[src/rtl/core/dpcm_pkg.sv]
// Shared types and constants for the DPCM prefix-code encoder.
package dpcm_pkg;

  localparam int unsigned PixelW   = 8;
  localparam int unsigned ValidW   = 4;
  localparam int unsigned CodeW    = 12;  // longest code word
  localparam int unsigned AccW     = 7;   // pending bits carried between items
  localparam int unsigned CountW   = 3;
  localparam int unsigned NumSlots = 3;   // most bytes one item can produce
  localparam int unsigned WinW     = 24;  // pending bits plus longest code, byte aligned
  localparam int unsigned OutDataW = 16;

  localparam logic [ValidW-1:0] FullByteBits = 4'd8;

  // prefix codes and class limits
  localparam logic [1:0] Prefix2 = 2'b10;
  localparam logic [2:0] Prefix3 = 3'b110;
  localparam logic [2:0] Prefix4 = 3'b111;
  localparam logic [8:0] Limit1  = 9'd2;
  localparam logic [8:0] Limit2  = 9'd6;
  localparam logic [8:0] Limit3  = 9'd22;

  typedef struct packed {
    logic [PixelW-1:0] data;
    logic [ValidW-1:0] vbits;
    logic              last;
  } byte_slot_t;

endpackage

[src/rtl/core/dpcm_prefix_code_encoder.sv]
// DPCM prefix-code encoder: pixel stream in, packed code bytes out.
// An accepted pixel passes through the input register, then the result buffer, to the output.
// The 3-slot byte buffer drains one byte per cycle while the output is ready; a new pixel
//   enters it only when it is empty or its last byte is draining.
// An input register takes a new pixel while buffered bytes still wait.
// Reset (rst, synchronous): buffers empty, next pixel goes out raw.
module dpcm_prefix_code_encoder (
  input  logic                              clk,
  input  logic                              rst,
  input  logic                              s_axis_tvalid,
  output logic                              s_axis_tready,
  input  logic [dpcm_pkg::PixelW-1:0]       s_axis_tdata,   // [7:0] pixel
  input  logic                              s_axis_tlast,   // last_pixel
  output logic                              m_axis_tvalid,
  input  logic                              m_axis_tready,
  output logic [dpcm_pkg::OutDataW-1:0]     m_axis_tdata,   // [7:0] out_byte, [11:8] valid_bits
  output logic                              m_axis_tlast    // last_byte
);
  import dpcm_pkg::*;

  // input register
  logic              in_full;
  logic [PixelW-1:0] in_pixel;
  logic              in_last;

  // encoder state
  logic [PixelW-1:0] prev_pixel;
  logic              first_pending;
  logic [AccW-1:0]   acc_la;     // pending bits, left aligned, zeros below
  logic [CountW-1:0] bit_count;

  // result buffer
  byte_slot_t        slots [NumSlots];
  logic [1:0]        cnt;

  logic drain, load, move;

  assign drain = m_axis_tvalid && m_axis_tready;
  assign load  = (cnt == 2'd0) || (cnt == 2'd1 && drain);
  assign move  = in_full && load;
  assign s_axis_tready = !in_full || move;

  // ---- encode ----
  logic              neg;
  logic [8:0]        diff_pos, diff_neg, mag;
  logic [8:0]        m2, m6, m22;
  logic [CodeW-1:0]  code_la;
  logic [3:0]        ncode;
  logic [4:0]        total;
  logic [1:0]        nfull;
  logic [2:0]        rem;
  logic [WinW-1:0]   win;
  logic [PixelW-1:0] bytes [NumSlots];
  logic [PixelW-1:0] tail;
  byte_slot_t        res [NumSlots];
  logic [1:0]        nres;
  logic              flush;

  always_comb begin
    neg      = in_pixel < prev_pixel;
    diff_pos = {1'b0, in_pixel} - {1'b0, prev_pixel};
    diff_neg = {1'b0, prev_pixel} - {1'b0, in_pixel};
    mag      = neg ? diff_neg : diff_pos;
    m2       = mag - Limit1;
    m6       = mag - Limit2;
    m22      = mag - Limit3;
    if (first_pending) begin
      code_la = {in_pixel, 4'b0};
      ncode   = 4'd8;
    end else if (mag < Limit1) begin
      code_la = {1'b0, mag[0], neg, 9'b0};
      ncode   = 4'd3;
    end else if (mag < Limit2) begin
      code_la = {Prefix2, m2[1:0], neg, 7'b0};
      ncode   = 4'd5;
    end else if (mag < Limit3) begin
      code_la = {Prefix3, m6[3:0], neg, 4'b0};
      ncode   = 4'd8;
    end else begin
      code_la = {Prefix4, m22[7:0], neg};
      ncode   = 4'd12;
    end

    total = {2'b0, bit_count} + {1'b0, ncode};
    nfull = total[4:3];
    rem   = total[2:0];
    win   = {acc_la, {(WinW-AccW){1'b0}}} | ({code_la, {(WinW-CodeW){1'b0}}} >> bit_count);
    bytes[0] = win[23:16];
    bytes[1] = win[15:8];
    bytes[2] = win[7:0];

    case (nfull)
      2'd0:    tail = bytes[0];
      2'd1:    tail = bytes[1];
      2'd2:    tail = bytes[2];
      default: tail = '0;
    endcase

    flush = in_last && (rem != 3'd0);
    nres  = nfull + {1'b0, flush};

    for (int i = 0; i < NumSlots; i++) begin
      res[i].data  = bytes[i];
      res[i].vbits = FullByteBits;
      res[i].last  = in_last && (rem == 3'd0) && ({1'b0, nfull} == 3'(i + 1));
      if (flush && (nfull == 2'(i))) begin
        res[i].vbits = {1'b0, rem};
        res[i].last  = 1'b1;
      end
    end
  end

  // ---- registers ----
  always_ff @(posedge clk) begin
    if (rst) begin
      in_full <= 1'b0;
    end else if (s_axis_tready) begin
      in_full <= s_axis_tvalid;
    end
    if (s_axis_tready && s_axis_tvalid) begin
      in_pixel <= s_axis_tdata;
      in_last  <= s_axis_tlast;
    end
  end

  always_ff @(posedge clk) begin
    if (rst) begin
      prev_pixel    <= '0;
      first_pending <= 1'b1;
      acc_la        <= '0;
      bit_count     <= '0;
    end else if (move) begin
      if (in_last) begin
        prev_pixel    <= '0;
        first_pending <= 1'b1;
        acc_la        <= '0;
        bit_count     <= '0;
      end else begin
        prev_pixel    <= in_pixel;
        first_pending <= 1'b0;
        acc_la        <= tail[7:1];
        bit_count     <= rem;
      end
    end
  end

  always_ff @(posedge clk) begin
    if (rst) begin
      cnt <= '0;
    end else if (load) begin
      cnt <= move ? nres : 2'd0;
    end else if (drain) begin
      cnt <= cnt - 2'd1;
    end
    if (move) begin
      for (int i = 0; i < NumSlots; i++) slots[i] <= res[i];
    end else if (drain) begin
      slots[0] <= slots[1];
      slots[1] <= slots[2];
    end
  end

  assign m_axis_tvalid = (cnt != 2'd0);
  assign m_axis_tdata  = {4'b0, slots[0].vbits, slots[0].data};
  assign m_axis_tlast  = slots[0].last;

  // ---- checks ----
  a_acc_clean: assert property (@(posedge clk) disable iff (rst)
    (acc_la & (7'h7f >> bit_count)) == 7'd0)
    else $error("pending bits below count not zero");

  a_first_empty: assert property (@(posedge clk) disable iff (rst)
    first_pending |-> (bit_count == 3'd0 && acc_la == 7'd0))
    else $error("raw pixel pending with leftover code bits");

  a_partial_last: assert property (@(posedge clk) disable iff (rst)
    (m_axis_tvalid && m_axis_tdata[11:8] != FullByteBits) |-> m_axis_tlast)
    else $error("partial byte not marked last");

  a_vbits_nonzero: assert property (@(posedge clk) disable iff (rst)
    m_axis_tvalid |-> (m_axis_tdata[11:8] != 4'd0 && m_axis_tdata[11:8] <= FullByteBits))
    else $error("bad valid_bits");

endmodule
[config.mk]
export PLATFORM = sky130hd
export DESIGN_NAME = dpcm_prefix_code_encoder
export DESIGN_NICKNAME = d
export VERILOG_FILES = /design/src/rtl/core/dpcm_pkg.sv /design/src/rtl/core/dpcm_prefix_code_encoder.sv
export SDC_FILE = /design/constraint.sdc
export NUM_CORES = 1
export LEC_CHECK = 0
export ABC_AREA = 1
export BUFFER_PORTS_ARGS = -buffer_cell sky130_fd_sc_hd__buf_4
export CAP_MARGIN = 10
export CORE_ASPECT_RATIO = 1.4
export CORE_MARGIN = 1
export CORE_UTILIZATION = 28
export DETAILED_ROUTE_END_ITERATION = 12
export SETUP_SLACK_MARGIN = 0.3
export SYNTH_ARGS = -nofsm -noshare
export SYNTH_HDL_FRONTEND = slang
export SYNTH_SLANG_ARGS = --single-unit
[constraint.sdc]
create_clock -name clk -period 5 [get_ports clk]
set_clock_uncertainty 0.15 [all_clocks]
set_input_delay 0.25 -clock clk [delete_from_list [all_inputs] [get_ports clk]]
set_output_delay 0.25 -clock clk [all_outputs]
set_load 0.05 [all_outputs]
==> impl_metrics.json, run 1 <==
{
  "power_density_nw_per_um2": 456,
  "gp_congestion": 0.915,
  "grt_pass1_vias": 4239,
  "cap_violations": 0,
  "layout_min_cycle_time_ps": 4390,
  "cts-root-buf": "clkbuf_16",
  "power_frac_seq_pct": 30.1,
  "wirelength_um": 12500,
  "crit_required_ps": 5120,
  "startpoint_type": "register",
  "worstPathMaxFanout": 4,
  "rsz0062_at_grt": "no",
  "io_buffers": 27,
  "hold_violations": 0,
  "intPower_uw": 1570,
  "synth_seq_cells": 65,
  "syn_to_final_growth_pct": 18.8,
  "drtIter0Drc": 192,
  "numCtsBuffers": 9,
  "tightest_slew_ps": 835,
  "avgSynthCellArea_um2": 7.13,
  "cts_tree": "yes",
  "num_vias": 4392,
  "drc": 0,
  "ant_nets": 0,
  "synthCells": 699,
  "arrival_ps": 4500,
  "syn_area_um2": 4980,
  "fill_cells": 1934,
  "dieWidth_um": 115,
  "cts_max_level": 3,
  "initial_core_util_pct": 28.6,
  "final_net_count": 771,
  "grt_pass1_wl_um": 20200,
  "clockPowerShare_pct": 25.0,
  "num_rows": 57,
  "total_power_uw": 2700,
  "fmax_mhz": 228,
  "final_core_util_pct": 34.0,
  "outcome": "complete, no violations",
  "yosysWarnings": 0,
  "synth_enable_flop_cells": 43,
  "drt_pass1_iterations": 5,
  "antenna_found_initial": 0,
  "setup-tns-final_ps": 0,
  "instances_no_fill": 973,
  "finalSetupViolations": 0,
  "antennaDiodeCount": 0,
  "synth-seq-area-share_pct": 34.7,
  "worst_hold_slack_ps": 59.1,
  "critical_path_class": "register to register",
  "switchingPower_uw": 1130,
  "gr-total-overflow": 0,
  "p_leak_uw": 0.00261,
  "dp_cells": 936,
  "fp.coreArea_um2": 17400,
  "grt_max_degree": 27,
  "cpMaxStageDelayCell": "edfxtp_1",
  "r2r-start": "in_pixel[0]$_DFFE_PP_",
  "relSlewSlack_pct": 44.3,
  "worstHoldPathType": "input pin to register",
  "place_hpwl_um": 9530,
  "p_comb_share_pct": 44.9,
  "grt_use_total_pct": 14.3,
  "end_kind": "register",
  "slew_viol_final": 0,
  "fp.dieH_um": 160,
  "async_reset_ff_share_pct": 0,
  "max_stage_delay_ps": 450,
  "fin_crit_sh_pct": 87.8,
  "clkSinkCount": 65,
  "hold_start": "s_axis_tvalid",
  "synth.distinct_cells": 46,
  "wire_per_inst_um": 12.9,
  "crit_start": "in_pixel[0]$_DFFE_PP_",
  "synthFlopType": "edfxtp_1",
  "swShare_pct": 42.0,
  "io_pins": 32,
  "clock_path_buffers": 2,
  "clkSlewWorstSetupHoldPaths_ps": 60,
  "ir_drop_v": 0.000210,
  "die-area_um2": 18300,
  "drive_above_1_share_pct": 18.2,
  "viasPerCell": 4.51,
  "clock_latency_ps": 350
}
-- synthesized netlist by cell type, types with 2 or more instances --
cell | number | area share (%)
buf_1 | 2 | 0.15
xor2_1 | 3 | 0.53
clkinv_1 | 2 | 0.15
nor3_1 | 2 | 0.20
nand4_1 | 7 | 0.88
clkbuf_1 | 13 | 0.98
nor2_1 | 31 | 2.3
or2_2 | 2 | 0.25
a21oi_1 | 23 | 2.3
inv_1 | 85 | 6.4
dfxtp_1 | 22 | 8.8
o21bai_1 | 2 | 0.30
nand2_1 | 241 | 18
ha_1 | 23 | 5.8
edfxtp_1 | 43 | 26
o21ai_0 | 12 | 1.2
a221oi_1 | 2 | 0.35
xnor2_1 | 4 | 0.70
fa_1 | 3 | 1.2
nand3_4 | 2 | 0.70
a31oi_1 | 6 | 0.75
o21ai_1 | 4 | 0.40
a21oi_2 | 10 | 1.8
nor2_2 | 5 | 0.63
o22ai_1 | 2 | 0.25
nor2_4 | 6 | 1.4
nand3_1 | 83 | 8.3
buf_4 | 18 | 2.7
nand3_2 | 5 | 1.0
nand2_2 | 14 | 1.8
inv_2 | 7 | 0.53
-- power by group through the flow --
| stage | Combinational, uW | Clock, uW | Sequential, uW |
|---|---|---|---|
| floorplan | 917 | 0 | 829 |
| global placement | 1150 | 0 | 821 |
| detailed placement | 1150 | 0 | 826 |
| CTS | 1170 | 692 | 815 |
| global route | 1340 | 710 | 828 |
| finish | 1210 | 674 | 813 |
-- timing repair --
item / CTS / global route
endpoints found under the setup margin: 1 / 24
resized for setup: 1 / 21
hold buffers: 9 / 0
buffers inserted: 1 / 11
endpoints found under the hold margin: 9 / 0
pin swaps: 1 / 5
-- per-layer routing --
layer | wire length [um] | global-route usage, % | up-vias | share of wire (%)
met1 | 5090 | 15.5 | 1970 | 41
met3 | 432 | 3.30 | 35 | 3.4
met5 | 0 | 0 | - | 0
met2 | 6530 | 25.7 | 89 | 52
li1 | - | - | 2298 | -
met4 | 488 | 6.91 | 0 | 3.9
-- cell type report --
type                            count  area (um^2)  share of cell area [%]
Clock buffer                       10          229                    3.87
Clock inverter                      6         82.6                    1.40
Inverter                           95          359                    6.07
Multi-Input combinational cell    507         2790                    47.2
Sequential cell                    65         1730                    29.3
Tap cell                          236          295                    4.99
Timing Repair Buffer               54          428                    7.23
-- registers in the layout, indices dropped and copies added, names as in the netlist --
register / count
bit_count: 3
prev_pixel: 8
acc_la: 7
first_pending: 1
in_pixel: 8
in_full: 1
cnt: 2
in_last: 1
slots: 34
-- cell usage in the layout (no fill, tap or decap), types with 7 or more instances in the layout --
cell	instances
nor2_1	30
a21oi_1	22
inv_1	84
a21oi_2	11
buf_4	45
inv_2	8
edfxtp_1	43
ha_1	16
nor2_4	9
dfxtp_1	22
nand4_1	7
nand2_2	15
nand2_1	240
o21ai_0	12
nand3_1	83
clkbuf_16	9
dlygate4sd3_1	9
-- metrics by stage --
stage	area (um^2)	setup slack, ps
after detailed placement	5330	299
after CTS	5740	334
after global routing	5920	268
after global placement	5330	458
final	5920	612
after floorplan	4990	515
-- critical path, delay by kind of cell (launching register included) --
| family | cells | cell delay, ps |
|---|---|---|
| buf+inv | 5 | 450 |
| fa+ha+maj | 5 | 1300 |
| flops | 1 | 450 |
| compound gates | 4 | 630 |
| simple gates | 9 | 930 |
| xor+xnor | 2 | 420 |
-- logic make-up (layout without fill, tap and decap cells) --
| family | Yosys count | count (layout) | synth area share (%) |
|---|---|---|---|
| simple gates | 401 | 401 | 36.4 |
| buf+inv | 130 | 165 | 11.4 |
| compound gates | 68 | 68 | 8.61 |
| flops | 65 | 65 | 34.7 |
| fa+ha+maj | 26 | 26 | 6.98 |
| xor+xnor | 8 | 8 | 1.78 |
| other cells | 1 | 4 | 0.0752 |
-- path summary, 6_finish.rpt --
| check | slack, ps | cells past startpoint | to |
|---|---|---|---|
| setup / recovery | 610 | 25 | cnt[1]$_SDFFE_PP0P_ |
| hold / removal | 60 | 3 | in_full$_SDFFE_PP0N_ |
| hold reg to reg | 330 | 2 | acc_la[3]$_SDFFE_PP0P_ |
| setup reg to reg | 610 | 25 | cnt[1]$_SDFFE_PP0P_ |
Note: power is estimated with default switching activity, not from simulation.
==> run 2: changes to the inputs <==
--- a/config.mk
+++ b/config.mk
@@ -10,8 +10,9 @@
 export CAP_MARGIN = 10
 export CORE_ASPECT_RATIO = 1.4
 export CORE_MARGIN = 1
-export CORE_UTILIZATION = 28
+export CORE_UTILIZATION = 62
 export DETAILED_ROUTE_END_ITERATION = 12
+export PLACE_DENSITY = 0.81
 export SETUP_SLACK_MARGIN = 0.3
 export SYNTH_ARGS = -nofsm -noshare
 export SYNTH_HDL_FRONTEND = slang
==> run 2 against run 1 <==
Via count increased by 5.3%. Maximum frequency decreased by 3.6%. Core utilization increased by 40 points. Final area decreased by 3.4%. Routed wire length increased by 2.8%. Worst hold slack got worse by 31 ps. Clock power decreased by 27%. Total power decreased by 6.3%. Die area decreased by 54%. Combinational power about the same. Largest cell class unchanged. Final cell count decreased by 13%. Sequential share of layout area increased by 1.0 points.
==> impl_metrics.json, run 2 (same netlist as run 1, synthesis figures left out) <==
{
  "outcome": "complete, no violations",
  "clock_latency_ps": 360,
  "reg2regPathDepth": 28,
  "drt_pass1_iterations": 5,
  "fmax_mhz": 220,
  "rsz0062_at_grt": "no",
  "r2r_slack_ps": 450,
  "cap_violations": 0,
  "grt_pass1_vias": 4616,
  "setup-tns-final_ps": 0,
  "final_cell_mix": "nand2_1, inv_1, nand3_1",
  "critical_path_class": "register to register",
  "wirelength_um": 12900,
  "clkSinkCount": 65,
  "grt_max_degree": 27,
  "layout_min_cycle_time_ps": 4550,
  "startpoint_type": "register",
  "finalSetupViolations": 0,
  "slew_viol_final": 0,
  "viasPerCell": 5.49,
  "largest_reg_flops": 34,
  "antenna_found_initial": 0,
  "clkSlewWorstSetupHoldPaths_ps": 80,
  "io_pins": 32,
  "ant_nets": 0,
  "fill_cells": 606,
  "power_density_nw_per_um2": 442,
  "io_buffers": 27,
  "num_rows": 38,
  "tightest_slew_ps": 803,
  "largestRegisters": "slots: 34 flops, in_pixel: 8 flops, prev_pixel: 8 flops",
  "cp.depth": 28,
  "cts-root-buf": "clkbuf_8",
  "regMostFlops": "slots",
  "die-area_um2": 8410,
  "p_leak_uw": 0.00260,
  "arrival_ps": 4700,
  "drive_above_1_share_pct": 19.1,
  "fp.coreArea_um2": 7750,
  "worstPathMaxFanout": 7,
  "crit-reg2reg-capture": "acc_la[6]$_SDFFE_PP0P_",
  "fp.dieH_um": 108,
  "initial_core_util_pct": 64.3,
  "cts_max_level": 3,
  "ir_drop_v": 0.000386,
  "fin_crit_sh_pct": 91.0,
  "drtIter0Drc": 388,
  "antennaDiodeCount": 0,
  "clock_path_buffers": 2,
  "syn_to_final_growth_pct": 14.8,
  "numCtsBuffers": 9,
  "total_power_uw": 2530,
  "final_core_util_pct": 73.8,
  "wire_per_inst_um": 15.3,
  "r2r-start": "in_pixel[6]$_DFFE_PP_",
  "whs_path_depth": 3,
  "cp_top_family": "simple AND/OR/NAND/NOR gates",
  "max_stage_delay_ps": 460,
  "gp_congestion": 1.01,
  "worstHoldPathType": "input pin to register",
  "timing.final.ws_setup_ps": 450,
  "crit_required_ps": 5150,
  "hold_violations": 0,
  "crit_buf_inv": 7,
  "dieWidth_um": 77.8,
  "grt_pass1_wl_um": 20400,
  "gr-total-overflow": 0,
  "cpMaxStageDelayCell": "edfxtp_1",
  "relSlewSlack_pct": 46.4,
  "end_kind": "register",
  "num_vias": 4625,
  "dp_cells": 800,
  "place_hpwl_um": 9540,
  "crit_top_cell": "nand2_1",
  "cts_tree": "yes",
  "hold_start": "s_axis_tvalid",
  "drc": 0,
  "instances_no_fill": 843,
  "final_common_cell": "nand2_1",
  "final_net_count": 777,
  "hold_end": "in_full$_SDFFE_PP0N_",
  "grt_use_total_pct": 31.6,
  "dpl_worst_slack_ps": 263
}
-- run 2: cell count changes in the layout (fill, tap and decap cells not counted), moves of 2 or more --
| cell | previous run | this run |
|---|---|---|
| clkinv_1 | 4 | 2 |
| buf_4 | 45 | 50 |
| clkbuf_8 | 0 | 9 |
| bufinv_16 | 2 | 0 |
| clkbuf_16 | 9 | 3 |
-- run 2: through the flow --
step | area, um^2 | hold WS (ps)
2_1_floorplan | 4990 | 179
4_1_cts | 5500 | 17.5
6_report | 5720 | 27.9
3_5_place_dp | 5160 | 279
3_3_place_gp | 5160 | 278
5_1_grt | 5720 | 31.8
-- run 2: final cells by class --
| class | instances | area [um^2] | area share [%] |
|---|---|---|---|
| Clock buffer | 13 | 203 | 3.54 |
| Clock inverter | 3 | 25.0 | 0.438 |
| Timing Repair Buffer | 60 | 485 | 8.49 |
| Tap cell | 100 | 125 | 2.19 |
| Inverter | 95 | 359 | 6.28 |
| Sequential cell | 65 | 1730 | 30.3 |
| Multi-Input combinational cell | 507 | 2790 | 48.8 |
-- run 2: metal layers --
layer | track usage (%) | share of wire (%) | vias up
met2 | 61.0 | 54 | 162
li1 | - | - | 2302
met3 | 5.57 | 3.8 | 73
met1 | 29.7 | 36 | 2088
met5 | 0 | 0 | -
met4 | 22.2 | 6.7 | 0
-- run 2: repair_timing --
item / in CTS / in global routing
pin swaps: 1 / 6
endpoints found under the hold margin: 9 / 0
hold buffers: 9 / 0
resized for setup: 4 / 18
setup buffers: 1 / 17
cloned: 0 / 0
setup endpoints to repair: 2 / 24
-- run 2: report_power, final --
group          leakage, uW  switching (uW)  internal (uW)
Clock             0.000112             219            273
Sequential        0.000591            54.5            763
Combinational      0.00190             846            375
Total              0.00260            1120           1410
-- run 2: how the worst max path moves through the flow --
stage	start	endpoint
2_1_floorplan	in_pixel[3]$_DFFE_PP_	cnt[1]$_SDFFE_PP0P_
3_3_place_gp	in_pixel[2]$_DFFE_PP_	cnt[1]$_SDFFE_PP0P_
3_5_place_dp	in_pixel[6]$_DFFE_PP_	cnt[1]$_SDFFE_PP0P_
4_1_cts	in_pixel[2]$_DFFE_PP_	cnt[1]$_SDFFE_PP0P_
5_1_grt	in_pixel[6]$_DFFE_PP_	cnt[1]$_SDFFE_PP0P_
6_report	in_pixel[6]$_DFFE_PP_	acc_la[6]$_SDFFE_PP0P_
-- run 2: tightest hold or removal path: stages --
cell     delay (ps)
buf_4            80
nand2_1          60
a21oi_1         110
